**config.mk**
```make
export PLATFORM = sky130hd
export DESIGN_NAME = keystroke_line_editor_unit
export DESIGN_NICKNAME = d
export VERILOG_FILES = /design/src/rtl/kle_pkg.sv /design/src/rtl/kle_front.sv /design/src/rtl/kle_queue.sv /design/src/rtl/kle_back.sv /design/src/rtl/keystroke_line_editor_unit.sv
export SDC_FILE = /design/constraint.sdc
export NUM_CORES = 2
export LEC_CHECK = 0
export BUFFER_PORTS_ARGS = -buffer_cell sky130_fd_sc_hd__buf_2
export CORE_MARGIN = 2
export CORE_UTILIZATION = 43
export CTS_CLUSTER_SIZE = 8
export DETAILED_ROUTE_END_ITERATION = 12
export GPL_ROUTABILITY_DRIVEN = 0
export HOLD_SLACK_MARGIN = 0.06
export SETUP_SLACK_MARGIN = 0.2
export SLEW_MARGIN = 10
export SYNTH_ARGS = -nofsm -noshare
export SYNTH_HDL_FRONTEND = slang
export SYNTH_SLANG_ARGS = --single-unit
```
**constraint.sdc**
```tcl
create_clock -name clk -period 11.85 [get_ports clk]
set_input_delay 1.7775 -clock clk [delete_from_list [all_inputs] [get_ports clk]]
set_output_delay 1.7775 -clock clk [all_outputs]
set_load 0.03 [all_outputs]
```
**src/rtl/kle_pkg.sv**
```systemverilog
// Shared constants, types and codes for the keystroke line editor.
package kle_pkg;

  // Text capacity and derived widths
  localparam int CAPACITY = 64;
  localparam int ADDR_W   = $clog2(CAPACITY);
  localparam int CNT_W    = $clog2(CAPACITY + 1);
  localparam int KEY_W    = 8;

  // Command queue between front and back
  localparam int QDEPTH = 4;
  localparam int QPTR_W = $clog2(QDEPTH);
  localparam int QCNT_W = $clog2(QDEPTH + 1);

  // Key codes
  localparam logic [KEY_W-1:0] KEY_LEFT   = 8'd60;
  localparam logic [KEY_W-1:0] KEY_RIGHT  = 8'd62;
  localparam logic [KEY_W-1:0] KEY_DELETE = 8'd45;

  // Operation field codes
  localparam logic OP_KEY = 1'b0;
  localparam logic OP_EOL = 1'b1;

  typedef enum logic [2:0] {
    CMD_INSERT,
    CMD_LEFT,
    CMD_RIGHT,
    CMD_DELETE,
    CMD_EOL
  } kle_cmd_op_t;

  typedef struct packed {
    kle_cmd_op_t      op;
    logic [KEY_W-1:0] key;
  } kle_cmd_t;

  // Queue status seen by the front
  typedef struct packed {
    logic full;
  } kle_qstat_t;

  typedef enum logic [2:0] {
    ST_IDLE,
    ST_MOVE_L,
    ST_MOVE_R,
    ST_EMIT_RD,
    ST_EMIT_LD,
    ST_EMIT_EMPTY
  } kle_state_t;

  typedef struct packed {
    logic             operation;
    logic [KEY_W-1:0] key;
  } kle_in_t;

  typedef struct packed {
    logic [KEY_W-1:0] char_out;
    logic             is_empty;
    logic             last_char;
    logic             overflowed;
  } kle_out_t;

endpackage

```
**src/rtl/kle_front.sv**
```systemverilog
// Front end: accepts input transfers and classifies them into editor commands.
module kle_front (
  input  logic              in_valid,
  output logic              in_stall,
  input  kle_pkg::kle_in_t  in_data,
  input  kle_pkg::kle_qstat_t q_stat,
  output logic              push,
  output kle_pkg::kle_cmd_t push_cmd
);
  import kle_pkg::*;

  // Stall only on a full queue
  assign in_stall = q_stat.full;
  assign push     = in_valid && !q_stat.full;

  // Decode the key into a command
  always_comb begin
    push_cmd.key = in_data.key;
    if (in_data.operation == OP_EOL) begin
      push_cmd.op = CMD_EOL;
    end else begin
      case (in_data.key)
        KEY_LEFT:   push_cmd.op = CMD_LEFT;
        KEY_RIGHT:  push_cmd.op = CMD_RIGHT;
        KEY_DELETE: push_cmd.op = CMD_DELETE;
        default:    push_cmd.op = CMD_INSERT;
      endcase
    end
  end

endmodule

```
**src/rtl/kle_queue.sv**
```systemverilog
// Short command queue that decouples the front end from the edit engine.
module kle_queue (
  input  logic                clk,
  input  logic                rst_n,
  input  logic                push,
  input  kle_pkg::kle_cmd_t   push_cmd,
  output kle_pkg::kle_qstat_t q_stat,
  input  logic                pop,
  output logic                q_valid,
  output kle_pkg::kle_cmd_t   q_cmd
);
  import kle_pkg::*;

  kle_cmd_t            slot_r [QDEPTH];
  logic [QPTR_W-1:0]   wr_ptr_r, wr_ptr_nxt;
  logic [QPTR_W-1:0]   rd_ptr_r, rd_ptr_nxt;
  logic [QCNT_W-1:0]   cnt_r, cnt_nxt;
  logic                do_pop;

  assign q_valid     = (cnt_r != '0);
  assign q_stat.full = (cnt_r == QCNT_W'(QDEPTH));
  assign q_cmd       = slot_r[rd_ptr_r];
  assign do_pop      = pop && q_valid;

  // Pointer and count update
  always_comb begin
    wr_ptr_nxt = push ? wr_ptr_r + QPTR_W'(1) : wr_ptr_r;
    rd_ptr_nxt = do_pop ? rd_ptr_r + QPTR_W'(1) : rd_ptr_r;
    cnt_nxt    = cnt_r;
    if (push && !do_pop) begin
      cnt_nxt = cnt_r + QCNT_W'(1);
    end else if (!push && do_pop) begin
      cnt_nxt = cnt_r - QCNT_W'(1);
    end
  end

  always_ff @(posedge clk) begin
    if (!rst_n) begin
      wr_ptr_r <= '0;
      rd_ptr_r <= '0;
      cnt_r    <= '0;
    end else begin
      wr_ptr_r <= wr_ptr_nxt;
      rd_ptr_r <= rd_ptr_nxt;
      cnt_r    <= cnt_nxt;
    end
  end

  // Payload slots
  always_ff @(posedge clk) begin
    if (push) begin
      slot_r[wr_ptr_r] <= push_cmd;
    end
  end

endmodule

```
**src/rtl/kle_back.sv**
```systemverilog
// Edit engine: runs commands on the two character stacks and streams lines out.
module kle_back (
  input  logic              clk,
  input  logic              rst_n,
  input  logic              q_valid,
  input  kle_pkg::kle_cmd_t q_cmd,
  output logic              q_pop,
  output logic              out_valid,
  input  logic              out_stall,
  output kle_pkg::kle_out_t out_data
);
  import kle_pkg::*;

  // Stack memories
  logic [KEY_W-1:0]  left_mem  [CAPACITY];
  logic [KEY_W-1:0]  right_mem [CAPACITY];
  logic [KEY_W-1:0]  l_rd_q, r_rd_q;

  kle_state_t        state_r, state_nxt;
  logic [CNT_W-1:0]  lc_r, lc_nxt;
  logic [CNT_W-1:0]  rc_r, rc_nxt;
  logic [CNT_W-1:0]  pos_r, pos_nxt;
  logic              ovf_r, ovf_nxt;
  kle_out_t          out_r, out_nxt;
  logic              out_vld_r;
  logic              out_load;

  logic              l_we, r_we, l_re, r_re;
  logic [ADDR_W-1:0] l_waddr, r_waddr, l_raddr, r_raddr;
  logic [KEY_W-1:0]  l_wdata, r_wdata;

  logic [CNT_W-1:0]  total, total_m1, lc_m1, rc_m1, rev_pos;
  logic              mv_l_ok, mv_r_ok, full, from_left, is_last, out_free;

  assign total     = lc_r + rc_r;
  assign total_m1  = total - CNT_W'(1);
  assign lc_m1     = lc_r - CNT_W'(1);
  assign rc_m1     = rc_r - CNT_W'(1);
  assign rev_pos   = total_m1 - pos_r;
  assign full      = (total >= CNT_W'(CAPACITY));
  assign mv_l_ok   = (lc_r != '0) && (rc_r < CNT_W'(CAPACITY));
  assign mv_r_ok   = (rc_r != '0) && (lc_r < CNT_W'(CAPACITY));
  assign from_left = (pos_r < lc_r);
  assign is_last   = (pos_r == total_m1);
  assign out_free  = !out_vld_r || !out_stall;

  assign out_valid = out_vld_r;
  assign out_data  = out_r;

  // Next state
  always_comb begin
    state_nxt = state_r;
    case (state_r)
      ST_IDLE: begin
        if (q_valid) begin
          case (q_cmd.op)
            CMD_LEFT:  state_nxt = mv_l_ok ? ST_MOVE_L : ST_IDLE;
            CMD_RIGHT: state_nxt = mv_r_ok ? ST_MOVE_R : ST_IDLE;
            CMD_EOL:   state_nxt = (total == '0) ? ST_EMIT_EMPTY : ST_EMIT_RD;
            default:   state_nxt = ST_IDLE;
          endcase
        end
      end
      ST_MOVE_L, ST_MOVE_R: state_nxt = ST_IDLE;
      ST_EMIT_RD:           state_nxt = ST_EMIT_LD;
      ST_EMIT_LD: begin
        if (out_free) begin
          state_nxt = is_last ? ST_IDLE : ST_EMIT_RD;
        end
      end
      ST_EMIT_EMPTY: begin
        if (out_free) begin
          state_nxt = ST_IDLE;
        end
      end
      default: state_nxt = ST_IDLE;
    endcase
  end

  // Datapath control
  always_comb begin
    q_pop    = 1'b0;
    l_we     = 1'b0;
    r_we     = 1'b0;
    l_re     = 1'b0;
    r_re     = 1'b0;
    l_waddr  = lc_r[ADDR_W-1:0];
    r_waddr  = rc_r[ADDR_W-1:0];
    l_wdata  = q_cmd.key;
    r_wdata  = l_rd_q;
    l_raddr  = lc_m1[ADDR_W-1:0];
    r_raddr  = rc_m1[ADDR_W-1:0];
    lc_nxt   = lc_r;
    rc_nxt   = rc_r;
    ovf_nxt  = ovf_r;
    pos_nxt  = pos_r;
    out_load = 1'b0;
    out_nxt  = out_r;
    case (state_r)
      ST_IDLE: begin
        if (q_valid) begin
          q_pop = 1'b1;
          case (q_cmd.op)
            CMD_INSERT: begin
              if (full) begin
                ovf_nxt = 1'b1;
              end else begin
                l_we   = 1'b1;
                lc_nxt = lc_r + CNT_W'(1);
              end
            end
            CMD_DELETE: begin
              if (lc_r != '0) begin
                lc_nxt = lc_m1;
              end
            end
            CMD_LEFT: begin
              if (mv_l_ok) begin
                l_re   = 1'b1;
                lc_nxt = lc_m1;
              end
            end
            CMD_RIGHT: begin
              if (mv_r_ok) begin
                r_re   = 1'b1;
                rc_nxt = rc_m1;
              end
            end
            CMD_EOL: pos_nxt = '0;
            default: q_pop = 1'b1;
          endcase
        end
      end
      // Second half of a cursor move: push the popped character
      ST_MOVE_L: begin
        r_we    = 1'b1;
        r_wdata = l_rd_q;
        rc_nxt  = rc_r + CNT_W'(1);
      end
      ST_MOVE_R: begin
        l_we    = 1'b1;
        l_wdata = r_rd_q;
        lc_nxt  = lc_r + CNT_W'(1);
      end
      // Left stack bottom-up, then right stack top-down
      ST_EMIT_RD: begin
        if (from_left) begin
          l_re    = 1'b1;
          l_raddr = pos_r[ADDR_W-1:0];
        end else begin
          r_re    = 1'b1;
          r_raddr = rev_pos[ADDR_W-1:0];
        end
      end
      ST_EMIT_LD: begin
        if (out_free) begin
          out_load           = 1'b1;
          out_nxt.char_out   = from_left ? l_rd_q : r_rd_q;
          out_nxt.is_empty   = 1'b0;
          out_nxt.last_char  = is_last;
          out_nxt.overflowed = ovf_r;
          pos_nxt            = pos_r + CNT_W'(1);
          if (is_last) begin
            lc_nxt  = '0;
            rc_nxt  = '0;
            ovf_nxt = 1'b0;
          end
        end
      end
      ST_EMIT_EMPTY: begin
        if (out_free) begin
          out_load           = 1'b1;
          out_nxt.char_out   = '0;
          out_nxt.is_empty   = 1'b1;
          out_nxt.last_char  = 1'b1;
          out_nxt.overflowed = ovf_r;
          ovf_nxt            = 1'b0;
        end
      end
      default: ;
    endcase
  end

  // Control registers
  always_ff @(posedge clk) begin
    if (!rst_n) begin
      state_r   <= ST_IDLE;
      lc_r      <= '0;
      rc_r      <= '0;
      ovf_r     <= 1'b0;
      out_vld_r <= 1'b0;
    end else begin
      state_r <= state_nxt;
      lc_r    <= lc_nxt;
      rc_r    <= rc_nxt;
      ovf_r   <= ovf_nxt;
      if (out_load) begin
        out_vld_r <= 1'b1;
      end else if (!out_stall) begin
        out_vld_r <= 1'b0;
      end
    end
  end

  // Payload registers
  always_ff @(posedge clk) begin
    pos_r <= pos_nxt;
    if (out_load) begin
      out_r <= out_nxt;
    end
  end

  // Stack memories, registered read
  always_ff @(posedge clk) begin
    if (l_we) begin
      left_mem[l_waddr] <= l_wdata;
    end
    if (l_re) begin
      l_rd_q <= left_mem[l_raddr];
    end
    if (r_we) begin
      right_mem[r_waddr] <= r_wdata;
    end
    if (r_re) begin
      r_rd_q <= right_mem[r_raddr];
    end
  end

endmodule

```
**src/rtl/keystroke_line_editor_unit.sv**
```systemverilog
// Top level of the keystroke line editor.
//
// Input channel in_valid/in_stall/in_data carries keystrokes (operation 0)
// and end-of-line items (operation 1). Result channel out_valid/out_stall/
// out_data carries the finished line one character per transfer, last_char
// on the final one; an empty line gives one transfer with is_empty set.
// A four-entry command queue sits between the front end and the edit engine,
// so keystrokes are taken back to back until it fills.
// Insert and delete finish in the engine's idle state; a cursor move also
// passes through a move state (the stack memories have a registered read
// port, so a move is a read followed by a write). An end-of-line item
// emits each character through a read state and a load state, set by the
// same read port.
// Reset (rst_n low, synchronous) empties the queue and the text and clears
// the overflow mark; stack contents are not cleared and need no sweep.
// When the receiver stalls, the output register holds its transfer and the
// engine waits; the queue keeps taking input until full, then in_stall rises.
module keystroke_line_editor_unit (
  input  logic              clk,
  input  logic              rst_n,
  input  logic              in_valid,
  output logic              in_stall,
  input  kle_pkg::kle_in_t  in_data,
  output logic              out_valid,
  input  logic              out_stall,
  output kle_pkg::kle_out_t out_data
);
  import kle_pkg::*;

  logic       push, q_pop, q_valid;
  kle_cmd_t   push_cmd, q_cmd;
  kle_qstat_t q_stat;

  kle_front u_front (
    .in_valid (in_valid),
    .in_stall (in_stall),
    .in_data  (in_data),
    .q_stat   (q_stat),
    .push     (push),
    .push_cmd (push_cmd)
  );

  kle_queue u_queue (
    .clk      (clk),
    .rst_n    (rst_n),
    .push     (push),
    .push_cmd (push_cmd),
    .q_stat   (q_stat),
    .pop      (q_pop),
    .q_valid  (q_valid),
    .q_cmd    (q_cmd)
  );

  kle_back u_back (
    .clk       (clk),
    .rst_n     (rst_n),
    .q_valid   (q_valid),
    .q_cmd     (q_cmd),
    .q_pop     (q_pop),
    .out_valid (out_valid),
    .out_stall (out_stall),
    .out_data  (out_data)
  );

endmodule

```
==> results by group <==
Global routing
  – GRT met1 Usage: 0.334
  – Met3 Use GR: 0.0331
  – GRT Overall Usage: 0.223
  – Largest net degree at the start of global routing: 84
  – Number of global-route vias before repair: approximately 29k
  – First-pass GRT wire length: 187 mm
  – Initial antenna violation count: 1
  – Grt met2 use: 0.341
  – Gr busiest metal: met2
  – Grt ovf: 0

Setup path
  – Reg2Reg Depth: 13
  – Top cell by count, worst path: a211oi_1
  – CP max-delay cell: nor4_2
  – Critical R2R Capture: u_back.l_rd_q[2]
  – Worst setup path category: reg2reg
  – R2r setup slk: 5.51 ns
  – CP bufs+invs: 2
  – CP max FO: 83
  – Critical path, cell by cell: inv_1 > ha_1 > a211oi_1 > nor2_1 > a211oi_4 > nand2_1 > a21oi_4 > buf_4 > a211oi_1 > a31oi_1 > o22ai_1 > nor4_2 > and3_1
  – Startpoint class of the critical path: register
  – Reg2reg start: u_back.lc_r[4]
  – CP delay by family, top: compound AO/OA/AOI/OAI gates
  – Slowest Stage Delay on Critical Path: 0.89 ns
  – Worst path arrival time: between 6 and 7 ns
  – Crit path capture type: register
  – Crit path required time: ~12 ns

CTS
  – CTS Sinks: roughly 1.1k
  – Post-cts resize count: 0
  – TritonCTS clock tree: yes
  – Clk root buf: clkbuf_16
  – CTS buffer count: ~160
  – Clk Latency, worst-skew pair: 0.74 ns
  – Reg clk slew, reported paths: 0.06 ns
  – Maximum root-to-sink buffer count: 3
  – Post-CTS Hold Buffers: 0
  – Setup Fix Bufs, Post-CTS: 0
  – H-tree depth: 4

STA
  – Setup_tns: 0 ns
  – Final Cycle Share: 0.535
  – Crit path time final: ~6.3 ns
  – Final clock skew: 0.0301 ns
  – Final hold vios: 0
  – RSZ-0062 raised after global routing: no
  – # setup viols final: 0
  – Highest Clock Rate: approximately 160 MHz
  – Slew HR: 0.220
  – Max-slew violations: 0
  – Actual slew at the worst max-slew pin: approximately 1.2 ns

Detailed routing
  – Iter 0 DRT Violations: ~3.8k
  – Via density: around 6
  – Final ANT Viol Nets: 0
  – Drc violations: 0
  – Detailed-route wire length: 126 mm
  – Via count: around 30k
  – Drt wl/cell: ~25 um
  – TritonRoute pass-1 iters: 6

Worst hold path
  – Worst Hold Endpoint: u_back.out_data[0]
  – HP Class: reg2reg
  – Cells on Worst Hold Path: 0
  – HP Start: u_back.ovf_r

Floorplan
  – Die area: around 0.11 mm2
  – # IOs: 26
  – Effective utilization at floorplan: 0.435
  – Die Wd: 334 um
  – Die Ht: 334 um
  – Row cnt: 120
  – Core area: about 0.11 mm2

Cells and area
  – Nets: 3649
  – Area Overhead vs Synth: 12.4%
  – N_diodes: 0
  – Layout cell share with drive strength beyond 1: 0.0829

Logic synthesis
  – Top FF cell, synth: edfxtp_1
  – Netlist cell types: 74
  – Ys async rst share: 0
  – Yosys warning count: 0
  – Total nets after synthesis: around 3.6k
  – Synthesized area: around 0.047 mm2
  – EDFF count, synth: about 1.1k
  – Part of the Yosys area used for sequential elements: 0.720
  – Cells after synthesis: 3581
  – Synthesized area per cell: 13.0 um2
  – Synth Register Bits: between 1k and 1.5k

Run status
  – Status: complete, no violations

Place
  – DP HPWL: roughly 72 mm
  – IO buf count: 25

Run
  – # Max-Cap Violations: 0
how the worst max path moves through the flow:
stage | start | end | slack, ns | cells past startpoint
global route | u_back.lc_r[4] | u_back.l_rd_q[3] | 5.19 | 14
finish | u_back.lc_r[4] | u_back.l_rd_q[2] | 5.51 | 13
detailed placement | u_back.lc_r[5] | u_back.l_rd_q[3] | 5.58 | 14
floorplan | u_back.rc_r[1] | u_back.r_rd_q[0] | 7.69 | 16
global placement | u_back.lc_r[4] | u_back.l_rd_q[2] | 5.25 | 13
CTS | u_back.lc_r[4] | u_back.l_rd_q[3] | 5.56 | 13
sequential cells by signal (all words and copies together) (netlist names), 3 cells and up, named ones only:
name	count
u_back.r_rd_q	8
u_queue.cnt_r	3
u_back.rc_r	7
u_back.pos_r	7
u_back.state_r	3
u_back.right_mem	512
u_back.out_data	11
u_queue.slot_r	44
u_back.left_mem	512
u_back.l_rd_q	8
u_back.lc_r	7
synthesized netlist by cell type (4+ instances only):
cell	n	share of area
nand3b_1	8	0.0013
a22oi_1	69	0.011
mux2_2	13	0.0031
mux4_2	13	0.0063
o221ai_1	5	0.00094
a211oi_1	82	0.013
buf_4	9	0.0014
mux2i_1	30	0.0064
nor2_1	206	0.017
edfxtp_1	1102	0.71
or3_1	7	0.00094
o21ai_0	28	0.0030
and3_1	78	0.010
a22o_1	17	0.0032
buf_1	18	0.0014
nor3b_1	4	0.00064
a21oi_1	337	0.036
dfxtp_1	28	0.012
o31ai_1	10	0.0016
and2_1	11	0.0015
nand4_1	6	0.00080
a31oi_1	80	0.011
nor3_1	19	0.0020
xnor2_1	22	0.0041
nand2b_1	9	0.0012
nand2_1	728	0.058
clkbuf_1	94	0.0076
buf_2	94	0.010
a21o_1	23	0.0037
a221oi_1	25	0.0047
inv_1	31	0.0025
a211o_1	9	0.0017
nor2b_1	5	0.00067
ha_1	29	0.0078
nor4_1	30	0.0040
xor2_1	9	0.0017
o22ai_1	36	0.0048
a311oi_1	4	0.00075
nand3_1	193	0.021
worst register-to-register path: stages, from the launching register on:
cell	delay (ns)
dfxtp_1	0.54
inv_1	0.18
ha_1	0.33
a211oi_1	0.24
nor2_1	0.15
a211oi_4	0.80
nand2_1	0.56
a21oi_4	0.81
buf_4	0.85
a211oi_1	0.17
a31oi_1	0.27
o22ai_1	0.18
nor4_2	0.89
and3_1	0.26
layout by cell type (no fill, tap or decap), drive strengths merged, types with 8 or more instances in the layout:
cell / count
a31oi: 80
buf: 78
and3: 78
xor2: 9
nor3: 19
nand2b: 9
nand2: 729
a211o: 9
edfxtp: 1102
o31ai: 10
a22o: 17
dfxtp: 28
xnor2: 22
o22ai: 36
nand3b: 8
o21ai: 30
inv: 34
nor4: 30
nand3: 193
mux2i: 30
a22oi: 69
clkbuf: 189
mux2: 13
clkinv: 8
ha: 29
mux4: 13
a21o: 23
and2: 12
a21oi: 339
nor2: 209
a221oi: 25
a211oi: 83
cells by family (layout without fill, tap and decap cells):
family | count (synthesis) | in the layout | share of synthesized area
flops | 1130 | 1130 | 0.720
buf+inv | 248 | 309 | 0.0233
mux | 56 | 56 | 0.0158
fa+ha+maj | 32 | 32 | 0.00905
compound gates | 767 | 767 | 0.104
xor+xnor | 32 | 32 | 0.00632
simple gates | 1316 | 1316 | 0.121
stage by stage:
stage / setup slack (ns) / cell area, um2 / hold slack [ns] / utilization / std cells
2_1_floorplan: 7.69 / 46700 / 0.403 / - / 3581
3_3_place_gp: 5.25 / 48100 / 0.410 / 0.448 / 4846
3_5_place_dp: 5.58 / 48100 / 0.427 / 0.448 / 4846
4_1_cts: 5.56 / 52500 / 0.432 / 0.489 / 5045
5_1_grt: 5.19 / 52500 / 0.453 / 0.489 / 5045
6_report: 5.51 / 52500 / 0.431 / 0.489 / 5045
final cells by class:
class,count,area (um2)
clock buffer,189,4220
inverter,32,120
fill,9118,54900
sequential,1130,33700
multi-input combinational,2203,12100
clock inverter,10,155
tap,1403,1760
timing repair buffer,78,523
per-layer routing:
metal / vias to the layer above / part of all wire
met5: - / 0
met4: 0 / 0.021
met3: 197 / 0.077
met2: 1316 / 0.46
met1: 15100 / 0.44
li1: 13500 / -
Power is not shown: default switching activity piles up to over one toggle a cycle in this logic, so the estimate is an artifact.
